[config.mk]
export PLATFORM = sky130hd
export DESIGN_NAME = musical_scale_quantizer
export DESIGN_NICKNAME = d
export VERILOG_FILES = /design/src/sv/msq_pkg.sv /design/src/sv/msq_regs.sv /design/src/sv/msq_quant.sv /design/src/sv/musical_scale_quantizer.sv
export SDC_FILE = /design/constraint.sdc
export NUM_CORES = 1
export LEC_CHECK = 0
export BUFFER_PORTS_ARGS = -buffer_cell sky130_fd_sc_hd__buf_2
export CORE_ASPECT_RATIO = 1.2
export CORE_MARGIN = 3
export CORE_UTILIZATION = 55
export DETAILED_ROUTE_END_ITERATION = 12
export PLACE_DENSITY = 0.82
export SYNTH_ARGS = -nofsm -noshare
export SYNTH_HDL_FRONTEND = slang
export SYNTH_SLANG_ARGS = --single-unit
export TNS_END_PERCENT = 30
[constraint.sdc]
create_clock -name clk_i -period 34.2 [get_ports clk_i]
set_clock_uncertainty 0.15 [all_clocks]
set_input_delay 6.84 -clock clk_i [delete_from_list [all_inputs] [get_ports clk_i]]
set_output_delay 6.84 -clock clk_i [all_outputs]
set_load 0.005 [all_outputs]
[src/sv/msq_pkg.sv]
// Package for the musical scale quantizer: configuration types, constants and scale masks.
package msq_pkg;

  localparam int unsigned NoteW     = 7;
  localparam int unsigned ClassW    = 4;
  localparam int unsigned OctaveW   = 4;
  localparam int unsigned ScaleW    = 4;
  localparam int unsigned NumScales = 16;
  localparam int unsigned PaddrW    = 4;
  localparam int unsigned DataW     = 32;
  localparam int unsigned SearchSpan = 6;

  localparam logic [ClassW-1:0] PitchClasses = 4'd12;
  localparam logic [NoteW:0]    NoteMax      = 8'd127;

  // Register indexes, taken from paddr[3:2].
  localparam logic [1:0] RegEnable = 2'd0;
  localparam logic [1:0] RegRoot   = 2'd1;
  localparam logic [1:0] RegScale  = 2'd2;

  typedef struct packed {
    logic              enable;
    logic [ClassW-1:0] root;
    logic [ScaleW-1:0] scale;
  } cfg_t;

  // Bit i set means the degree i semitones above the root is in the scale.
  localparam logic [11:0] ScaleMasks [NumScales] = '{
    12'hFFF, 12'hAB5, 12'h5AD, 12'h9AD, 12'hAAD, 12'h6AD, 12'h5AB, 12'hAD5,
    12'h6B5, 12'h56B, 12'h295, 12'h4A9, 12'h4E9, 12'h555, 12'hB6D, 12'h999
  };

endpackage

[src/sv/msq_regs.sv]
// APB-style configuration registers of the musical scale quantizer.
module msq_regs (
  input  logic                        clk_i,
  input  logic                        rst_ni,
  input  logic                        psel,
  input  logic                        penable,
  input  logic                        pwrite,
  input  logic [msq_pkg::PaddrW-1:0]  paddr,
  input  logic [msq_pkg::DataW-1:0]   pwdata,
  output logic [msq_pkg::DataW-1:0]   prdata,
  output logic                        pready,
  output msq_pkg::cfg_t               cfg_o
);

  msq_pkg::cfg_t cfg_q, cfg_d;
  logic          wr_en;
  logic [msq_pkg::ClassW-1:0] root_wr;

  assign pready = 1'b1;
  assign wr_en  = psel && penable && pwrite && pready;

  // The root is reduced modulo 12 as it is written.
  assign root_wr = (pwdata[3:0] >= msq_pkg::PitchClasses) ?
                   (pwdata[3:0] - msq_pkg::PitchClasses) : pwdata[3:0];

  always_comb begin
    cfg_d = cfg_q;
    if (wr_en) begin
      case (paddr[3:2])
        msq_pkg::RegEnable: cfg_d.enable = pwdata[0];
        msq_pkg::RegRoot:   cfg_d.root   = root_wr;
        msq_pkg::RegScale:  cfg_d.scale  = pwdata[3:0];
        default:            cfg_d        = cfg_q;
      endcase
    end
  end

  always_ff @(posedge clk_i or negedge rst_ni) begin
    if (!rst_ni) begin
      cfg_q <= '0;
    end else begin
      cfg_q <= cfg_d;
    end
  end

  always_comb begin
    case (paddr[3:2])
      msq_pkg::RegEnable: prdata = {31'd0, cfg_q.enable};
      msq_pkg::RegRoot:   prdata = {28'd0, cfg_q.root};
      msq_pkg::RegScale:  prdata = {28'd0, cfg_q.scale};
      default:            prdata = '0;
    endcase
  end

  assign cfg_o = cfg_q;

endmodule

[src/sv/msq_quant.sv]
// Combinational snap of one note to the nearest degree of the selected scale.
module msq_quant (
  input  logic [msq_pkg::NoteW-1:0] note_i,
  input  msq_pkg::cfg_t             cfg_i,
  output logic [msq_pkg::NoteW-1:0] note_o
);

  logic [11:0]                  mask;
  logic [msq_pkg::NoteW+5:0]    recip;
  logic [msq_pkg::OctaveW-1:0]  octave;
  logic [msq_pkg::ClassW-1:0]   semi;
  logic [msq_pkg::ClassW-1:0]   rel;
  logic [msq_pkg::ClassW-1:0]   best_rel;
  logic [msq_pkg::ClassW:0]     cls_sum;
  logic [msq_pkg::ClassW-1:0]   cls;
  logic [msq_pkg::NoteW:0]      placed;

  assign mask = msq_pkg::ScaleMasks[cfg_i.scale];

  // note / 12 as (note * 43) >> 9, exact for every 7-bit note.
  assign recip  = {6'd0, note_i} * 13'd43;
  assign octave = recip[12:9];
  assign semi   = msq_pkg::ClassW'(note_i - (msq_pkg::NoteW'(octave) * 7'd12));

  assign rel = (semi >= cfg_i.root) ? (semi - cfg_i.root)
                                    : (semi + msq_pkg::PitchClasses - cfg_i.root);

  // Nearest degree: at each distance the upward candidate is tried first.
  always_comb begin
    logic                        found;
    logic [msq_pkg::ClassW:0]    up_sum;
    logic [msq_pkg::ClassW-1:0]  up;
    logic [msq_pkg::ClassW-1:0]  down;
    logic [msq_pkg::ClassW-1:0]  delta;
    found    = 1'b0;
    best_rel = rel;
    for (int d = 0; d <= int'(msq_pkg::SearchSpan); d++) begin
      delta  = msq_pkg::ClassW'(d);
      up_sum = {1'b0, rel} + {1'b0, delta};
      up     = (up_sum >= {1'b0, msq_pkg::PitchClasses}) ?
               msq_pkg::ClassW'(up_sum - {1'b0, msq_pkg::PitchClasses}) :
               up_sum[msq_pkg::ClassW-1:0];
      down   = (rel >= delta) ? (rel - delta) : (rel + msq_pkg::PitchClasses - delta);
      if (!found) begin
        if (mask[up]) begin
          best_rel = up;
          found    = 1'b1;
        end else if (mask[down]) begin
          best_rel = down;
          found    = 1'b1;
        end
      end
    end
  end

  assign cls_sum = {1'b0, best_rel} + {1'b0, cfg_i.root};
  assign cls     = (cls_sum >= {1'b0, msq_pkg::PitchClasses}) ?
                   msq_pkg::ClassW'(cls_sum - {1'b0, msq_pkg::PitchClasses}) :
                   cls_sum[msq_pkg::ClassW-1:0];

  assign placed = ({4'd0, octave} * 8'd12) + {4'd0, cls};

  always_comb begin
    if (!cfg_i.enable) begin
      note_o = note_i;
    end else if (placed > msq_pkg::NoteMax) begin
      note_o = msq_pkg::NoteMax[msq_pkg::NoteW-1:0];
    end else begin
      note_o = placed[msq_pkg::NoteW-1:0];
    end
  end

endmodule

[src/sv/musical_scale_quantizer.sv]
// Top level of the musical scale quantizer: input register, quantizer and result register.
//
//   Channel   Direction  Handshake                  Payload
//   input     in         in_valid_i / in_stall_o    note_in_i  (7 bits)
//   output    out        out_valid_o / out_stall_i  note_out_o (7 bits)
//   config    in         psel / penable / pready    paddr, pwdata, prdata
//
// A note's result passes through the input register and then the result
// register, with the whole scale search done in the logic between them. A new
// note can be taken in every cycle in which in_stall_o is low.
// Reset clears the valid flags and the configuration (quantizing off, root 0,
// chromatic scale). While the result waits under out_stall_i, the input register
// still takes one more note; only when both stages are full does in_stall_o rise.
module musical_scale_quantizer (
  input  logic                        clk_i,
  input  logic                        rst_ni,
  input  logic                        psel,
  input  logic                        penable,
  input  logic                        pwrite,
  input  logic [msq_pkg::PaddrW-1:0]  paddr,
  input  logic [msq_pkg::DataW-1:0]   pwdata,
  output logic [msq_pkg::DataW-1:0]   prdata,
  output logic                        pready,
  input  logic                        in_valid_i,
  output logic                        in_stall_o,
  input  logic [msq_pkg::NoteW-1:0]   note_in_i,
  output logic                        out_valid_o,
  input  logic                        out_stall_i,
  output logic [msq_pkg::NoteW-1:0]   note_out_o
);

  msq_pkg::cfg_t               cfg;
  logic                        s1_valid_q, s1_valid_d;
  logic [msq_pkg::NoteW-1:0]   s1_note_q, s1_note_d;
  logic                        out_valid_q, out_valid_d;
  logic [msq_pkg::NoteW-1:0]   out_note_q, out_note_d;
  logic [msq_pkg::NoteW-1:0]   quant_note;
  logic                        out_hold;
  logic                        s1_move;
  logic                        in_take;

  msq_regs u_regs (
    .clk_i   (clk_i),
    .rst_ni  (rst_ni),
    .psel    (psel),
    .penable (penable),
    .pwrite  (pwrite),
    .paddr   (paddr),
    .pwdata  (pwdata),
    .prdata  (prdata),
    .pready  (pready),
    .cfg_o   (cfg)
  );

  msq_quant u_quant (
    .note_i (s1_note_q),
    .cfg_i  (cfg),
    .note_o (quant_note)
  );

  // The result register holds while its transfer is stalled; otherwise the
  // note in the input register moves on and a fresh note may take its place.
  assign out_hold   = out_valid_q && out_stall_i;
  assign s1_move    = s1_valid_q && !out_hold;
  assign in_stall_o = s1_valid_q && out_hold;
  assign in_take    = in_valid_i && !in_stall_o;

  always_comb begin
    s1_valid_d  = s1_valid_q;
    s1_note_d   = s1_note_q;
    out_valid_d = out_valid_q;
    out_note_d  = out_note_q;
    if (!out_hold) begin
      out_valid_d = s1_valid_q;
      if (s1_valid_q) begin
        out_note_d = quant_note;
      end
    end
    if (in_take) begin
      s1_valid_d = 1'b1;
      s1_note_d  = note_in_i;
    end else if (s1_move) begin
      s1_valid_d = 1'b0;
    end
  end

  always_ff @(posedge clk_i or negedge rst_ni) begin
    if (!rst_ni) begin
      s1_valid_q  <= 1'b0;
      out_valid_q <= 1'b0;
    end else begin
      s1_valid_q  <= s1_valid_d;
      out_valid_q <= out_valid_d;
    end
  end

  always_ff @(posedge clk_i) begin
    s1_note_q  <= s1_note_d;
    out_note_q <= out_note_d;
  end

  assign out_valid_o = out_valid_q;
  assign note_out_o  = out_note_q;

`ifndef SYNTH
  // A note leaving the input register always lands in the result register.
  a_move_lands: assert property (@(posedge clk_i) disable iff (!rst_ni)
    s1_move |=> out_valid_q)
    else $error("note lost between input and result register");

  // A blocked note in the input register is kept, not overwritten.
  a_s1_kept: assert property (@(posedge clk_i) disable iff (!rst_ni)
    (s1_valid_q && out_hold) |=> (s1_valid_q && $stable(s1_note_q)))
    else $error("blocked note in input register was lost");

  // With quantizing off the note passes through unchanged.
  a_bypass: assert property (@(posedge clk_i) disable iff (!rst_ni)
    (s1_move && !cfg.enable) |=> (out_note_q == $past(s1_note_q)))
    else $error("bypassed note was altered");
`endif

endmodule
==> flow_summary.json, run 1 <==
{
  "status": "finished, final reports clean",
  "fp.dieArea_mm2": 0.0117,
  "yosysWarnings": 0,
  "cts_root_buffer": "clkbuf_16",
  "rsz0062_at_grt": "false",
  "worstReg2RegEnd": "note_out_o[3]",
  "slew_headroom_pct": 35.7,
  "crit_start": "paddr[3]",
  "cts.sinks": 25,
  "fin_crit_sh_pct": 42.5,
  "hp-class": "reg2reg",
  "initial_core_util_pct": 57.0,
  "regArea_um2": 696,
  "place.gp.congestion": 0.942,
  "die_h_um": 118,
  "multi_input_area_mm2": 0.00458,
  "post-cts-setup-buffer-count": 0,
  "synth-async-reset-ratio_pct": 44.0,
  "synthesis.area_mm2": 0.00576,
  "ant_nets": 0,
  "cts_tree": "yes",
  "endpoint_kind": "output port",
  "fillers": 899,
  "cts_inserted_buffers": 3,
  "die_x_um": 99.4,
  "diodes": 0,
  "dpl.hpwl_um": 11200,
  "antenna_found_initial": 0,
  "post_cts_resized": 0,
  "tns_ns": 0,
  "clock_path_buffers": 2,
  "final_cell_mix": "75 x ha_1, 61 x inv_1, 52 x nand2_1",
  "worstSkewPairLatency_ns": 0.26,
  "synth_edf_count": 14,
  "synth_cell_types": 84,
  "drc": 0,
  "synth_ff_type": "edfxtp_1",
  "area_growth_pct": 3.04,
  "avgRoutedWirePerCell_um": 16.8,
  "crit_fanout": 6,
  "maxCapViolCount": 0,
  "path_clk_slew_ns": 0.06,
  "viasPerCell": 6.22,
  "timing.rr.start": "s1_note_q[3]",
  "worstSetupStartpointType": "primary input",
  "design_area_mm2": 0.00594,
  "vias": 5183,
  "hold_violations": 0,
  "core_mm2": 0.0101,
  "arrival_ns": 7.56,
  "grt_use_total_pct": 23.4,
  "crit_required_ns": 27.21,
  "postPlaceCellArea_mm2": 0.00586,
  "cts_hold_buf": 0,
  "synth_seq_area_share_pct": 12.1,
  "drv_slew": 0,
  "grt_max_degree": 29,
  "cts_max_level": 1,
  "hp-start": "s1_valid_q",
  "r2r_setup_slack_ns": 20.12,
  "wl_um": 14000,
  "first_pass_iters": 5,
  "netlist_instances": 695,
  "crit_end": "prdata[1]",
  "drive_gt1_share_pct": 12.6,
  "finalSetupViolCount": 0,
  "first_iter_violations": 365,
  "fmax_mhz": 68.7,
  "overflow": 0,
  "worst_pin_slew_ns": 0.956,
  "worstSetupPathType": "in2out",
  "first_global_vias": 4983,
  "layout.nets": 845,
  "io_buffer_count": 32,
  "rows": 40,
  "io_pins": 92,
  "grt_pass1_wl_um": 23200,
  "rr_worst_depth": 55,
  "final_common_cell": "ha_1",
  "period_minus_slack_ns": 14.55,
  "ys_seq_elements": 25,
  "syn_avg_cell_area_um2": 8.29
}
flip-flops by register name (all words and copies together), names as in the netlist:
signal        cells
s1_note_q         7
out_valid_o       1
u_regs.cfg_o      9
note_out_o        7
s1_valid_q        1
through the flow:
stage	util, %	std cells	setup WS (ns)	hold slack [ns]
CTS	58.7	833	19.67	0.347
global route	58.7	833	19.35	0.380
global placement	57.9	829	19.72	0.315
floorplan	-	722	20.00	0.293
finish	58.7	833	19.65	0.339
detailed placement	57.9	829	19.67	0.332
cell usage after synthesis, drive strengths merged, types with 5 or more instances:
cell type	count	area [um2]
a211oi	8	60.1
a21boi	9	82.6
a21o	11	82.6
a21oi	34	174
a22oi	6	45.0
a31oi	15	93.8
and2	11	73.8
buf	39	287
clkbuf	14	52.6
dfrtp	11	275
edfxtp	14	420
fa	12	240
ha	75	938
inv	63	241
mux2	15	169
mux2i	26	268
mux4	5	113
nand2	53	201
nand2b	14	87.6
nand3	13	65.1
nand3b	6	45.0
nor2	33	124
nor2b	15	93.8
nor3	10	55.1
nor3b	6	45.0
o2111ai	8	70.1
o211ai	12	90.1
o21ai	37	211
o221ai	6	58.8
or2	8	50.1
or3	6	37.5
xnor2	28	283
xor2	8	70.1
critical path, cell delays in order:
cell	delay, ns
buf_2	0.13
nor2b_1	0.29
a22o_1	0.19
buf_2	0.11
layout make-up:
| class | count | area share (%) |
|---|---|---|
| clock buffer | 3 | 1.26 |
| clock inverter | 1 | 0.0843 |
| inverter | 64 | 4.13 |
| multi-input combinational | 580 | 77.2 |
| sequential | 25 | 11.7 |
| tap | 126 | 2.66 |
| timing repair buffer | 34 | 2.95 |
metal layers:
metal	vias up	global-route usage (%)	part of all wire, %
met4	0	7.77	2.8
met5	-	0	0
li1	2492	-	-
met1	2485	28.6	40
met3	36	1.66	4.9
met2	170	42.9	52
cell families after synthesis:
group	share of synthesized area, %
multiplexers	9.53
XOR/XNOR	6.51
buffers and inverters	10.1
other	0.130
flip-flops	12.1
AO/OA/AOI/OAI	23.7
adder cells (fa/ha/maj)	20.5
AND/OR/NAND/NOR	17.4
how the worst min path moves through the flow:
| stage | endpoint | depth (start not counted) |
|---|---|---|
| 2_1_floorplan | out_valid_o | 1 |
| 3_3_place_gp | out_valid_o | 1 |
| 3_5_place_dp | out_valid_o | 1 |
| 4_1_cts | out_valid_o | 1 |
| 5_1_grt | out_valid_o | 1 |
| 6_report | out_valid_o | 1 |
Power of run 1 is left out: the tool's default activity adds up to more than one toggle a clock period on the data nets, which glitch-free logic cannot reach.
==> run 2, diff against run 1 <==
Clock period 34.2 ns to 13.8 ns, I/O delays scaled along.
==> run 2 against run 1 <==
Effect of this change: hold slack got worse by 0.0036 ns; sequential cell count did not move; critical path depth increased by 51; die area unchanged; cell count grew 0.24%; global-route usage rose by 0.70 points; final area grew 0.40%; first-iteration DRC count is 2.7% higher; highest routed layer unchanged; critical endpoint is now note_out_o[4]; via count is 1.8% higher.
==> flow_summary.json, run 2 (synthesized netlist as in run 1, its figures left out) <==
{
  "status": "finished, final reports clean",
  "post-cts-setup-buffer-count": 0,
  "slew_headroom_pct": 38.2,
  "rows": 40,
  "crit_slowest_cell": "fa_1",
  "cts_inserted_buffers": 3,
  "first_iter_violations": 375,
  "period_minus_slack_ns": 12.95,
  "fmax_mhz": 77.2,
  "grt_use_total_pct": 24.1,
  "clock_path_buffers": 2,
  "rr_worst_depth": 55,
  "crit_top_cell": "ha_1",
  "worst_pin_slew_ns": 0.919,
  "worst-path-buf-inv": 4,
  "r2r_setup_slack_ns": 0.85,
  "core_mm2": 0.0101,
  "area_growth_pct": 3.45,
  "drv_slew": 0,
  "top_usage_layer": "met2",
  "drc": 0,
  "vias": 5278,
  "first_pass_iters": 5,
  "die_x_um": 99.4,
  "crit_fanout": 10,
  "hold_depth": 1,
  "crit_family": "compound AO/OA/AOI/OAI gates",
  "viasPerCell": 6.32,
  "worstSkewPairLatency_ns": 0.26,
  "initial_core_util_pct": 57.0,
  "worstSetupPathType": "reg2reg",
  "io_buffer_count": 32,
  "crit_required_ns": 13.62,
  "overflow": 0,
  "wl_um": 14500,
  "ant_nets": 0,
  "place.gp.congestion": 0.986,
  "cts_tree": "yes",
  "hp-class": "reg2reg",
  "layout.nets": 847,
  "min_to": "out_valid_o",
  "endpoint_kind": "register",
  "io_pins": 92,
  "fp.dieArea_mm2": 0.0117,
  "cts.sinks": 25,
  "grt_pass1_wl_um": 23900,
  "first_global_vias": 5141,
  "cts_hold_buf": 0,
  "fin_crit_sh_pct": 93.8,
  "use_met2_pct": 44.4,
  "grt.met1_usage_pct": 28.1,
  "drive_gt1_share_pct": 13.1,
  "finalSetupViolCount": 0,
  "final_common_cell": "ha_1",
  "cts_max_level": 1,
  "arrival_ns": 12.77,
  "cts_root_buffer": "clkbuf_16",
  "maxCapViolCount": 0,
  "path_clk_slew_ns": 0.06,
  "avgRoutedWirePerCell_um": 17.3,
  "die_h_um": 118,
  "hold_violations": 0,
  "timing.rr.start": "s1_note_q[3]",
  "final_cell_mix": "75 x ha_1, 61 x inv_1, 52 x nand2_1",
  "gr-usage-met3_pct": 2.31,
  "hp-start": "s1_valid_q",
  "dpl.hpwl_um": 11600,
  "worstSetupStartpointType": "register",
  "tns_ns": 0,
  "grt_max_degree": 29,
  "rsz0062_at_grt": "false",
  "utilization_pct": 59.0,
  "worstReg2RegEnd": "note_out_o[4]",
  "largest_reg_flops": 9,
  "diodes": 0,
  "antenna_found_initial": 0,
  "max_stage_delay_ns": 0.53
}
## run 2: changes by cell type in the layout (fill, tap and decap cells not counted)
cell | previous run | this run
xnor2_2 | 0 | 1
xnor2_1 | 26 | 25
buf_4 | 2 | 4
o21a_1 | 4 | 3
o21a_2 | 0 | 1
## run 2: timing repair
action                                  4_1_cts  5_1_grt
endpoints found under the setup margin        0        6
gates resized for setup                       0        2
hold endpoints to repair                      0        0
## run 2: worst max path at each step
stage,cells past startpoint,end,from,slack (ns)
finish,55,note_out_o[4],s1_note_q[3],0.85
CTS,55,note_out_o[4],s1_note_q[3],0.67
floorplan,56,note_out_o[4],s1_note_q[3],2.35
global placement,55,note_out_o[5],s1_note_q[3],1.13
global route,55,note_out_o[4],s1_note_q[3],0.03
detailed placement,55,note_out_o[4],s1_note_q[3],0.76
## run 2: layer usage
| metal | vias up | share of wire [%] |
|---|---|---|
| li1 | 2494 | - |
| met1 | 2566 | 39 |
| met2 | 179 | 53 |
| met3 | 39 | 5.1 |
| met4 | 0 | 3.2 |
| met5 | - | 0 |
## run 2: per-stage QoR
stage / hold WS, ns / setup WS (ns) / cell area (um2) / instances
finish: 0.336 / 0.851 / 5960 / 835
global route: 0.352 / 0.0306 / 5960 / 835
CTS: 0.338 / 0.670 / 5950 / 835
detailed placement: 0.325 / 0.760 / 5870 / 831
global placement: 0.309 / 1.13 / 5870 / 831
floorplan: 0.293 / 2.35 / 5860 / 722
## run 2: layout make-up
cell class	instances	area, um2
clock buffers	3	75.1
clock inverters	1	5.00
repair buffers	36	190
flip-flops and latches	25	696
fillers	886	4150
inverters	64	245
multi-input cells	580	4590
well taps	126	158
## run 2: worst reg2reg max path: cells and delay by family, from the launching register on
family / cells / cell delay (ns)
flops: 1 / 0.52
mux: 2 / 0.50
simple gates: 13 / 2.11
buf+inv: 4 / 0.24
compound gates: 19 / 4.63
xor+xnor: 6 / 1.09
fa+ha+maj: 11 / 3.42
Power of run 2 is left out for the same reason.
